File: src/hdl/wpm_pkg.sv
// Shared types and constants of the 3x3 window pattern matcher.
`default_nettype none

package wpm_pkg;

  // Field widths of the channels and registers
  localparam int unsigned PIXEL_W   = 8;
  localparam int unsigned SIZE_W    = 11;
  localparam int unsigned PATTERN_W = 24;
  localparam int unsigned ROW_W     = 10;
  localparam int unsigned COL_OUT_W = 10;
  localparam int unsigned COUNT_W   = 20;

  // Window and frame limits
  localparam int unsigned WIN        = 3;
  localparam int unsigned MAX_HEIGHT = 1024;
  localparam logic [COUNT_W-1:0] COUNT_MAX = {COUNT_W{1'b1}};

  // Configuration port
  localparam int unsigned CFG_IDX_W  = 3;
  localparam int unsigned CFG_DATA_W = PATTERN_W;
  localparam logic [CFG_IDX_W-1:0] CFG_IMAGE_WIDTH    = 3'd0;
  localparam logic [CFG_IDX_W-1:0] CFG_IMAGE_HEIGHT   = 3'd1;
  localparam logic [CFG_IDX_W-1:0] CFG_PATTERN_TOP    = 3'd2;
  localparam logic [CFG_IDX_W-1:0] CFG_PATTERN_MIDDLE = 3'd3;
  localparam logic [CFG_IDX_W-1:0] CFG_PATTERN_BOTTOM = 3'd4;

  // Result queue
  localparam int unsigned FIFO_DEPTH = 3;
  localparam int unsigned FIFO_PTR_W = 2;
  localparam int unsigned FIFO_CNT_W = 2;

  typedef struct packed {
    logic                 found;
    logic [ROW_W-1:0]     match_row;
    logic [COL_OUT_W-1:0] match_col;
    logic [COUNT_W-1:0]   match_count;
    logic                 frame_end;
  } result_t;

endpackage

`default_nettype wire

File: src/hdl/wpm_if.sv
// Pixel and result channel interfaces of the window pattern matcher.
`default_nettype none


interface wpm_result_if;
  logic                          valid;
  logic                          ready;
  logic                          found;
  logic [wpm_pkg::ROW_W-1:0]     match_row;
  logic [wpm_pkg::COL_OUT_W-1:0] match_col;
  logic [wpm_pkg::COUNT_W-1:0]   match_count;
  logic                          frame_end;

  modport source (output valid, output found, output match_row, output match_col,
                  output match_count, output frame_end, input ready);
  modport sink (input valid, input found, input match_row, input match_col,
                input match_count, input frame_end, output ready);
endinterface

`default_nettype wire

File: src/hdl/wpm_result_fifo.sv
// Three-entry result queue that drives the result channel.
`default_nettype none

module wpm_result_fifo (
  input  wire logic                               clk_i,
  input  wire logic                               rst_ni,
  input  wire logic                               push_i,
  input  wire wpm_pkg::result_t                   push_data_i,
  output logic      [wpm_pkg::FIFO_CNT_W-1:0]     count_o,
  wpm_result_if.source                            res_out
);

  localparam logic [wpm_pkg::FIFO_PTR_W-1:0] LAST_PTR =
    wpm_pkg::FIFO_PTR_W'(wpm_pkg::FIFO_DEPTH - 1);

  wpm_pkg::result_t                    entry_q [wpm_pkg::FIFO_DEPTH];
  logic [wpm_pkg::FIFO_PTR_W-1:0]      wr_ptr_q, wr_ptr_d;
  logic [wpm_pkg::FIFO_PTR_W-1:0]      rd_ptr_q, rd_ptr_d;
  logic [wpm_pkg::FIFO_CNT_W-1:0]      cnt_q, cnt_d;
  logic                                pop;
  wpm_pkg::result_t                    head;

  assign pop = res_out.valid && res_out.ready;

  // Advance pointers and occupancy
  always_comb begin
    wr_ptr_d = wr_ptr_q;
    rd_ptr_d = rd_ptr_q;
    cnt_d    = cnt_q;
    if (push_i) begin
      wr_ptr_d = (wr_ptr_q == LAST_PTR) ? '0 : wr_ptr_q + 1'b1;
    end
    if (pop) begin
      rd_ptr_d = (rd_ptr_q == LAST_PTR) ? '0 : rd_ptr_q + 1'b1;
    end
    unique case ({push_i, pop})
      2'b10:   cnt_d = cnt_q + 1'b1;
      2'b01:   cnt_d = cnt_q - 1'b1;
      default: cnt_d = cnt_q;
    endcase
  end

  always_ff @(posedge clk_i or negedge rst_ni) begin
    if (!rst_ni) begin
      wr_ptr_q <= '0;
      rd_ptr_q <= '0;
      cnt_q    <= '0;
    end else begin
      wr_ptr_q <= wr_ptr_d;
      rd_ptr_q <= rd_ptr_d;
      cnt_q    <= cnt_d;
    end
  end

  // Store the pushed result
  always_ff @(posedge clk_i) begin
    if (push_i) begin
      entry_q[wr_ptr_q] <= push_data_i;
    end
  end

  // Present the oldest result
  assign head                = entry_q[rd_ptr_q];
  assign res_out.valid       = (cnt_q != '0);
  assign res_out.found       = head.found;
  assign res_out.match_row   = head.match_row;
  assign res_out.match_col   = head.match_col;
  assign res_out.match_count = head.match_count;
  assign res_out.frame_end   = head.frame_end;
  assign count_o             = cnt_q;

endmodule

`default_nettype wire

File: src/flat_wrapper.sv
// flat-port wrapper written by rule: the top's interface ports become plain ports
module wpm_result_fifo_flat 
  (clk_i, rst_ni, push_i, push_data_i, count_o, res_out_valid, res_out_found, res_out_match_row, res_out_match_col, res_out_match_count, res_out_frame_end, res_out_ready);
  wpm_result_if res_out_i ();
  input  wire logic clk_i;
  input  wire logic rst_ni;
  input  wire logic push_i;
  input  wire wpm_pkg::result_t push_data_i;
  output logic      [wpm_pkg::FIFO_CNT_W-1:0] count_o;
  output wire logic [$bits(res_out_i.valid)-1:0] res_out_valid;
  output wire logic [$bits(res_out_i.found)-1:0] res_out_found;
  output wire logic [$bits(res_out_i.match_row)-1:0] res_out_match_row;
  output wire logic [$bits(res_out_i.match_col)-1:0] res_out_match_col;
  output wire logic [$bits(res_out_i.match_count)-1:0] res_out_match_count;
  output wire logic [$bits(res_out_i.frame_end)-1:0] res_out_frame_end;
  input wire logic [$bits(res_out_i.ready)-1:0] res_out_ready;
  assign res_out_valid = res_out_i.valid;
  assign res_out_found = res_out_i.found;
  assign res_out_match_row = res_out_i.match_row;
  assign res_out_match_col = res_out_i.match_col;
  assign res_out_match_count = res_out_i.match_count;
  assign res_out_frame_end = res_out_i.frame_end;
  assign res_out_i.ready = res_out_ready;
  wpm_result_fifo u_core (.clk_i(clk_i), .rst_ni(rst_ni), .push_i(push_i), .push_data_i(push_data_i), .count_o(count_o), .res_out(res_out_i));
endmodule
File: config.mk
export PLATFORM = sky130hd
export DESIGN_NAME = wpm_result_fifo_flat
export DESIGN_NICKNAME = d
export VERILOG_FILES = /design/src/hdl/wpm_pkg.sv /design/src/hdl/wpm_if.sv /design/src/hdl/wpm_result_fifo.sv /design/src/flat_wrapper.sv
export SDC_FILE = /design/constraint.sdc
export NUM_CORES = 1
export LEC_CHECK = 0
export ABC_AREA = 1
export BUFFER_PORTS_ARGS = -buffer_cell sky130_fd_sc_hd__buf_2
export CAP_MARGIN = 25
export CORE_MARGIN = 2
export CORE_UTILIZATION = 47
export DETAILED_ROUTE_END_ITERATION = 10
export GPL_TIMING_DRIVEN = 0
export PLACE_DENSITY = 0.76
export SLEW_MARGIN = 20
export SYNTH_ARGS = -nofsm -noshare
export SYNTH_HDL_FRONTEND = slang
export SYNTH_SLANG_ARGS = --single-unit
File: constraint.sdc
create_clock -name clk_i -period 4.95 [get_ports clk_i]
set_input_delay 0.7425 -clock clk_i [delete_from_list [all_inputs] [get_ports clk_i]]
set_output_delay 0.7425 -clock clk_i [all_outputs]
set_load 0.02 [all_outputs]
==> results.sh, run 1 <==
export IMPL_core_mm2=0.0102
export IMPL_drv_slew=0
export IMPL_syn_avg_cell_area_um2=14.0
export IMPL_tritoncts="built"
export IMPL_setup_viol=0
export IMPL_ir_drop_v=0.000358
export IMPL_place_hpwl_mm=5.88
export IMPL_wirelength_mm=9.08
export IMPL_crit_type="reg -> out"
export IMPL_fin_ws_ps=2320
export IMPL_grt_usage_pct=16.9
export IMPL_rows=37
export IMPL_place_inst=580
export IMPL_ant_nets=0
export IMPL_crit_chain="buf_4 > nor2_4 > buf_2 > nand2_1 > nand3_1 > buf_2"
export IMPL_end_kind="primary output"
export IMPL_root_buffer="clkbuf_8"
export IMPL_antenna_found_initial=0
export IMPL_cp_common_cell="buf_2"
export IMPL_drc=0
export IMPL_cts_buffers=17
export IMPL_grt_max_degree=29
export IMPL_critPathRequiredTime_ps=4210
export IMPL_die_x_um=106
export IMPL_syn_inst=347
export IMPL_wl_per_cell_um=14.9
export IMPL_max_stage_delay_ps=360
export IMPL_port_buffers=90
export IMPL_final_net_count=510
export IMPL_ys_warn_count=0
export IMPL_ys_seq_elements=132
export IMPL_instances_no_fill=611
export IMPL_start_util_pct=47.6
export IMPL_finalPower_mw=4.08
export IMPL_rsz0062_at_grt="no"
export IMPL_antennaDiodeCount=0
export IMPL_top_level_ports=91
export IMPL_skew_ps=4.99
export IMPL_via_per_inst=4.86
export IMPL_startpoint_type="register"
export IMPL_multiInputGateArea_um2=813
export IMPL_register_area_mm2=0.00393
export IMPL_grt_pass1_vias=2916
export IMPL_slew_headroom_pct=55.3
export IMPL_area_growth_pct=26.8
export IMPL_crit_fanout=10
export IMPL_grt_pass1_wl_mm=14.1
export IMPL_finalCriticalPeriod_ps=2630
export IMPL_syn_cell_area_mm2=0.00485
export IMPL_powerDensity_mw_per_mm2=664
export IMPL_cts_resized=0
export IMPL_yosysUniqueCellTypes=16
export IMPL_cts_hold_buf=0
export IMPL_crit_arrival_ps=1880
export IMPL_globalplace_congestion=0.678
export IMPL_worstMarginPinSlew_ps=670
export IMPL_cts_setup_buffers=0
export IMPL_hold_path_class="in -> async"
export IMPL_fill_cells=815
export IMPL_synth_seq_area_share_pct=81.2
export IMPL_vias=2968
export IMPL_outcome="complete, no violations"
export IMPL_dp_slack_ps=2810
export IMPL_clkTransAtPathRegs_ps=60
export IMPL_maxCapViolations=0
export IMPL_cp_slowest_cell="dfrtp_1"
export IMPL_fmax_mhz=381
export IMPL_cts_sinks=132
export IMPL_htree_levels=4
export IMPL_hold_viol_final=0
export IMPL_firstDrtPassIters=4
export IMPL_synth_nets=394
export IMPL_drive_gt1_share_pct=29.9
export IMPL_drtIter0Drc=146
export IMPL_fin_setup_tns_ps=0
export IMPL_worstSkewPairLatency_ps=490
export IMPL_clk_path_buf_depth=2
export IMPL_gr_total_overflow=0
export IMPL_die_area_mm2=0.0111
export IMPL_min_period_over_period_pct=53.1
export IMPL_die_h_um=106
export IMPL_p_leak_nw=2.45
## synth_stat cells (all sizes together)
| cell type | number | area [um^2] |
|---|---|---|
| inv | 11 | 41.3 |
| dfrtp | 6 | 150 |
| nor3 | 1 | 5.00 |
| xnor2 | 1 | 8.76 |
| nand2 | 138 | 518 |
| edfxtp | 126 | 3780 |
| nand3 | 45 | 225 |
| buf | 11 | 56.3 |
| ha | 1 | 12.5 |
| nand4 | 1 | 6.26 |
| o21ai | 2 | 10.0 |
| nor2 | 2 | 22.5 |
| clkbuf | 2 | 7.51 |
## where the power goes
group          total, mW  internal [mW]  switching, mW
sequential          1.49           1.44         0.0501
combinational       1.39          0.422          0.971
clock               1.20          0.763          0.440
## cells in the final DEF (no fill, tap or decap)
cell	Yosys	layout
clkinv_2	0	2
nand4_1	1	1
inv_1	10	8
nor2_4	2	2
o21ai_0	2	2
buf_12	0	1
nand3_1	45	45
buf_2	9	99
buf_6	0	3
xnor2_1	1	1
dfrtp_1	6	6
clkbuf_16	0	16
bufinv_16	0	3
buf_4	1	3
clkbuf_1	2	3
inv_2	1	3
nand2_1	138	138
clkinv_4	0	2
nor3_2	0	1
clkbuf_8	0	1
ha_1	1	1
clkinvlp_4	0	4
inv_6	0	1
clkinv_1	0	1
edfxtp_1	126	126
buf_16	0	1
buf_1	1	1
## worst paths after layout
kind	start	to	slack, ps	depth (start not counted)
max	u_core.rd_ptr_q[1]	res_out_match_row[4]	2320	6
min	rst_ni	u_core.count_o[1]	60	1
max reg2reg	u_core.wr_ptr_q[1]	u_core.entry_q[0][3]	3290	4
min reg2reg	u_core.count_o[1]	u_core.count_o[1]	500	2
max in group asynchronous	rst_ni	u_core.rd_ptr_q[0]	4750	1
min in group clk_i	push_data_i[12]	u_core.entry_q[0][12]	440	1
## kinds of logic after synthesis
| family | count (synthesis) | synth area share, % |
|---|---|---|
| and+or+nand+nor | 187 | 16.0 |
| adders and majority gates | 1 | 0.258 |
| buffers and inverters | 24 | 2.17 |
| DFF | 132 | 81.2 |
| xor gates and xnor gates | 1 | 0.181 |
| AOI/OAI and AO/OA | 2 | 0.207 |
## layer usage
layer / wire length [um] / up-vias / GRT usage, %
met5: 0 / - / 0
met4: 121 / 0 / 5.73
met3: 392 / 14 / 4.70
met2: 4900 / 79 / 30.8
met1: 3660 / 1424 / 18.9
li1: - / 1451 / -
## cell type report
type                            instances  share of cell area, %
Clock inverter                         13                   2.61
Inverter                               11                  0.672
Multi-Input combinational cell        191                   13.2
Clock buffer                           18                   6.80
Buffer                                 13                   1.04
Timing Repair Buffer                   97                   8.89
Sequential cell                       132                   64.0
Tap cell                              136                   2.77
## metrics by stage
stage          hold WS [ps]  area, um^2  util [%]
6_report               58.7        6150      60.4
5_1_grt                47.1        6150      60.4
4_1_cts                40.9        6150      60.4
3_5_place_dp            487        5570      54.7
3_3_place_gp            475        5470      53.7
2_1_floorplan           447        4850         -
## critical path: cells and delay by family, from the launching register on
kind | cells | cell delay [ps]
flops | 1 | 360
buf+inv | 3 | 640
simple gates | 3 | 390
## flip-flops by register name, indices dropped and copies added (netlist names)
register         flops
u_core.wr_ptr_q      2
u_core.count_o       2
u_core.rd_ptr_q      2
u_core.entry_q     126
Power figures use the tool's default switching activity.
==> run 2, diff against run 1 <==
PLACE_DENSITY = 0.79   (was 0.76)
clock period = 2.2 ns   (was 4.95 ns; I/O delays follow)
==> results.sh, run 2 (synthesis gave the netlist of run 1 again) <==
export IMPL_antenna_found_initial=0
export IMPL_rows=37
export IMPL_slew_headroom_pct=73.2
export IMPL_final_common_cell="nand2_1"
export IMPL_reg2reg_to="u_core.entry_q[1][26]"
export IMPL_drv_slew=0
export IMPL_p_leak_nw=2.46
export IMPL_tritoncts="built"
export IMPL_die_area_mm2=0.0111
export IMPL_powerDensity_mw_per_mm2=1480
export IMPL_cts_sinks=132
export IMPL_ant_nets=0
export IMPL_crit_arrival_ps=1780
export IMPL_drtIter0Drc=183
export IMPL_grt_pass1_vias=2923
export IMPL_worstSkewPairLatency_ps=510
export IMPL_drc=0
export IMPL_cp_common_cell="buf_4"
export IMPL_sequentialPowerShare_pct=36.6
export IMPL_fin_ws_ps=91.1
export IMPL_timing_rr_start="u_core.wr_ptr_q[1]"
export IMPL_place_hpwl_mm=5.71
export IMPL_critical_path_buf_inv_count=3
export IMPL_clkTransAtPathRegs_ps=60
export IMPL_end_kind="primary output"
export IMPL_top_level_ports=91
export IMPL_via_per_inst=4.88
export IMPL_place_inst=578
export IMPL_startpoint_type="register"
export IMPL_max_stage_delay_ps=360
export IMPL_crit_type="reg -> out"
export IMPL_crit_fanout=10
export IMPL_grt_usage_pct=16.9
export IMPL_cp_slowest_cell="dfrtp_1"
export IMPL_p_clk_share_pct=27.8
export IMPL_firstDrtPassIters=6
export IMPL_internal_power_mw=5.88
export IMPL_root_buffer="clkbuf_8"
export IMPL_p_switching_mw=3.27
export IMPL_fill_cells=798
export IMPL_htree_levels=4
export IMPL_pwr_share_comb_pct=35.6
export IMPL_start_util_pct=47.6
export IMPL_whs_ps=21.2
export IMPL_critPathRequiredTime_ps=1870
export IMPL_final_cell_mix="nand2_1, edfxtp_1, buf_2, nand3_1, clkbuf_16"
export IMPL_dp_slack_ps=483
export IMPL_die_h_um=106
export IMPL_core_mm2=0.0102
export IMPL_grt_pass1_wl_mm=14.0
export IMPL_clk_path_buf_depth=2
export IMPL_fmax_mhz=474
export IMPL_rsz0062_at_grt="yes"
export IMPL_gr_total_overflow=0
export IMPL_hold_depth=1
export IMPL_largest_register="u_core.entry_q"
export IMPL_wl_per_cell_um=14.9
export IMPL_cp_startpoint="u_core.rd_ptr_q[1]"
export IMPL_hold_path_class="in -> reg"
export IMPL_finalCriticalPeriod_ps=2110
export IMPL_cts_buffers=17
export IMPL_hold_viol_final=0
export IMPL_ir_drop_v=0.000680
export IMPL_antennaDiodeCount=0
export IMPL_rr_worst_depth=4
export IMPL_crit_chain="buf_4 > nor2_4 > buf_4 > nand2_1 > nand3_1 > buf_2"
export IMPL_vias=2994
export IMPL_min_period_over_period_pct=95.9
export IMPL_instances_no_fill=613
export IMPL_wirelength_mm=9.11
export IMPL_final_net_count=512
export IMPL_area_growth_pct=27.4
export IMPL_port_buffers=90
export IMPL_setup_viol=0
export IMPL_die_x_um=106
export IMPL_swShare_pct=35.7
export IMPL_worstMarginPinSlew_ps=402
export IMPL_r2r_slack_ps=630
export IMPL_maxCapViolations=0
export IMPL_path_delay_family="buffers and inverters"
export IMPL_hold_start="push_data_i[16]"
export IMPL_grt_max_degree=29
export IMPL_multiInputGateArea_um2=820
export IMPL_outcome="complete, no violations"
export IMPL_skew_ps=12.2
export IMPL_globalplace_congestion=0.743
export IMPL_largest_reg_flops=126
export IMPL_drive_gt1_share_pct=30.0
export IMPL_hold_end="u_core.entry_q[0][16]"
export IMPL_register_area_mm2=0.00393
run 2: cell count changes in the layout (fill, tap and decap cells not counted), moves of 2 or more:
cell,change
buf_8,+2
buf_2,-8
clkbuf_2,+3
buf_6,-2
clkinv_4,-2
buf_4,+8
run 2: power by group through the flow:
stage | clock (mW) | sequential (mW) | combinational, mW
after floorplan | 0 | 3.41 | 1.99
after global placement | 0 | 3.41 | 3.05
after detailed placement | 0 | 3.40 | 3.18
after CTS | 2.59 | 3.35 | 3.22
after global routing | 2.69 | 3.39 | 3.56
final | 2.54 | 3.35 | 3.26
run 2: area by class of cell:
| class | instances | area share [%] |
|---|---|---|
| Buffer | 13 | 1.48 |
| Multi-Input combinational cell | 191 | 13.3 |
| Inverter | 11 | 0.669 |
| Clock inverter | 11 | 1.82 |
| Clock buffer | 20 | 6.89 |
| Sequential cell | 132 | 63.7 |
| Timing Repair Buffer | 99 | 9.40 |
| Tap cell | 136 | 2.76 |
run 2: per-stage QoR:
step	util (%)	area (um^2)	setup TNS (ps)	power, mW
3_3_place_gp	53.8	5480	-31740	6.46
4_1_cts	60.2	6130	-265	9.16
2_1_floorplan	-	4860	0	5.40
5_1_grt	60.6	6170	-103	9.64
3_5_place_dp	54.8	5580	0	6.58
6_report	60.6	6170	0	9.16
run 2: worst reg2reg max path: stages (launching register included):
cell and delay (ps):
dfrtp_1 360, inv_1 150, nand3_1 150, inv_2 340, buf_12 260
run 2: worst max-delay path by stage:
stage	to	slack [ps]	cells past startpoint
final	res_out_match_count[18]	90	6
after CTS	res_out_match_count[18]	-30	6
after detailed placement	res_out_match_row[9]	480	6
after floorplan	u_core.entry_q[2][0]	300	1
after global routing	res_out_match_count[12]	-20	6
after global placement	u_core.entry_q[2][2]	-410	3
run 2: what timing repair did:
item	4_1_cts	5_1_grt
hold buffers	1	0
cloned	0	0
endpoints found under the hold margin	6	0
endpoints found under the setup margin	39	39
gates resized for setup	4	14
pin swaps	0	2
setup buffers	0	3
run 2: routing by layer:
metal	part of all wire (%)	global-route usage (%)	up-vias	wire length, um
met5	0	0	-	0
met1	42	20.5	1460	3840
met3	4.6	4.08	6	419
met2	53	29.1	75	4800
li1	-	-	1453	-
met4	0.60	6.86	0	55
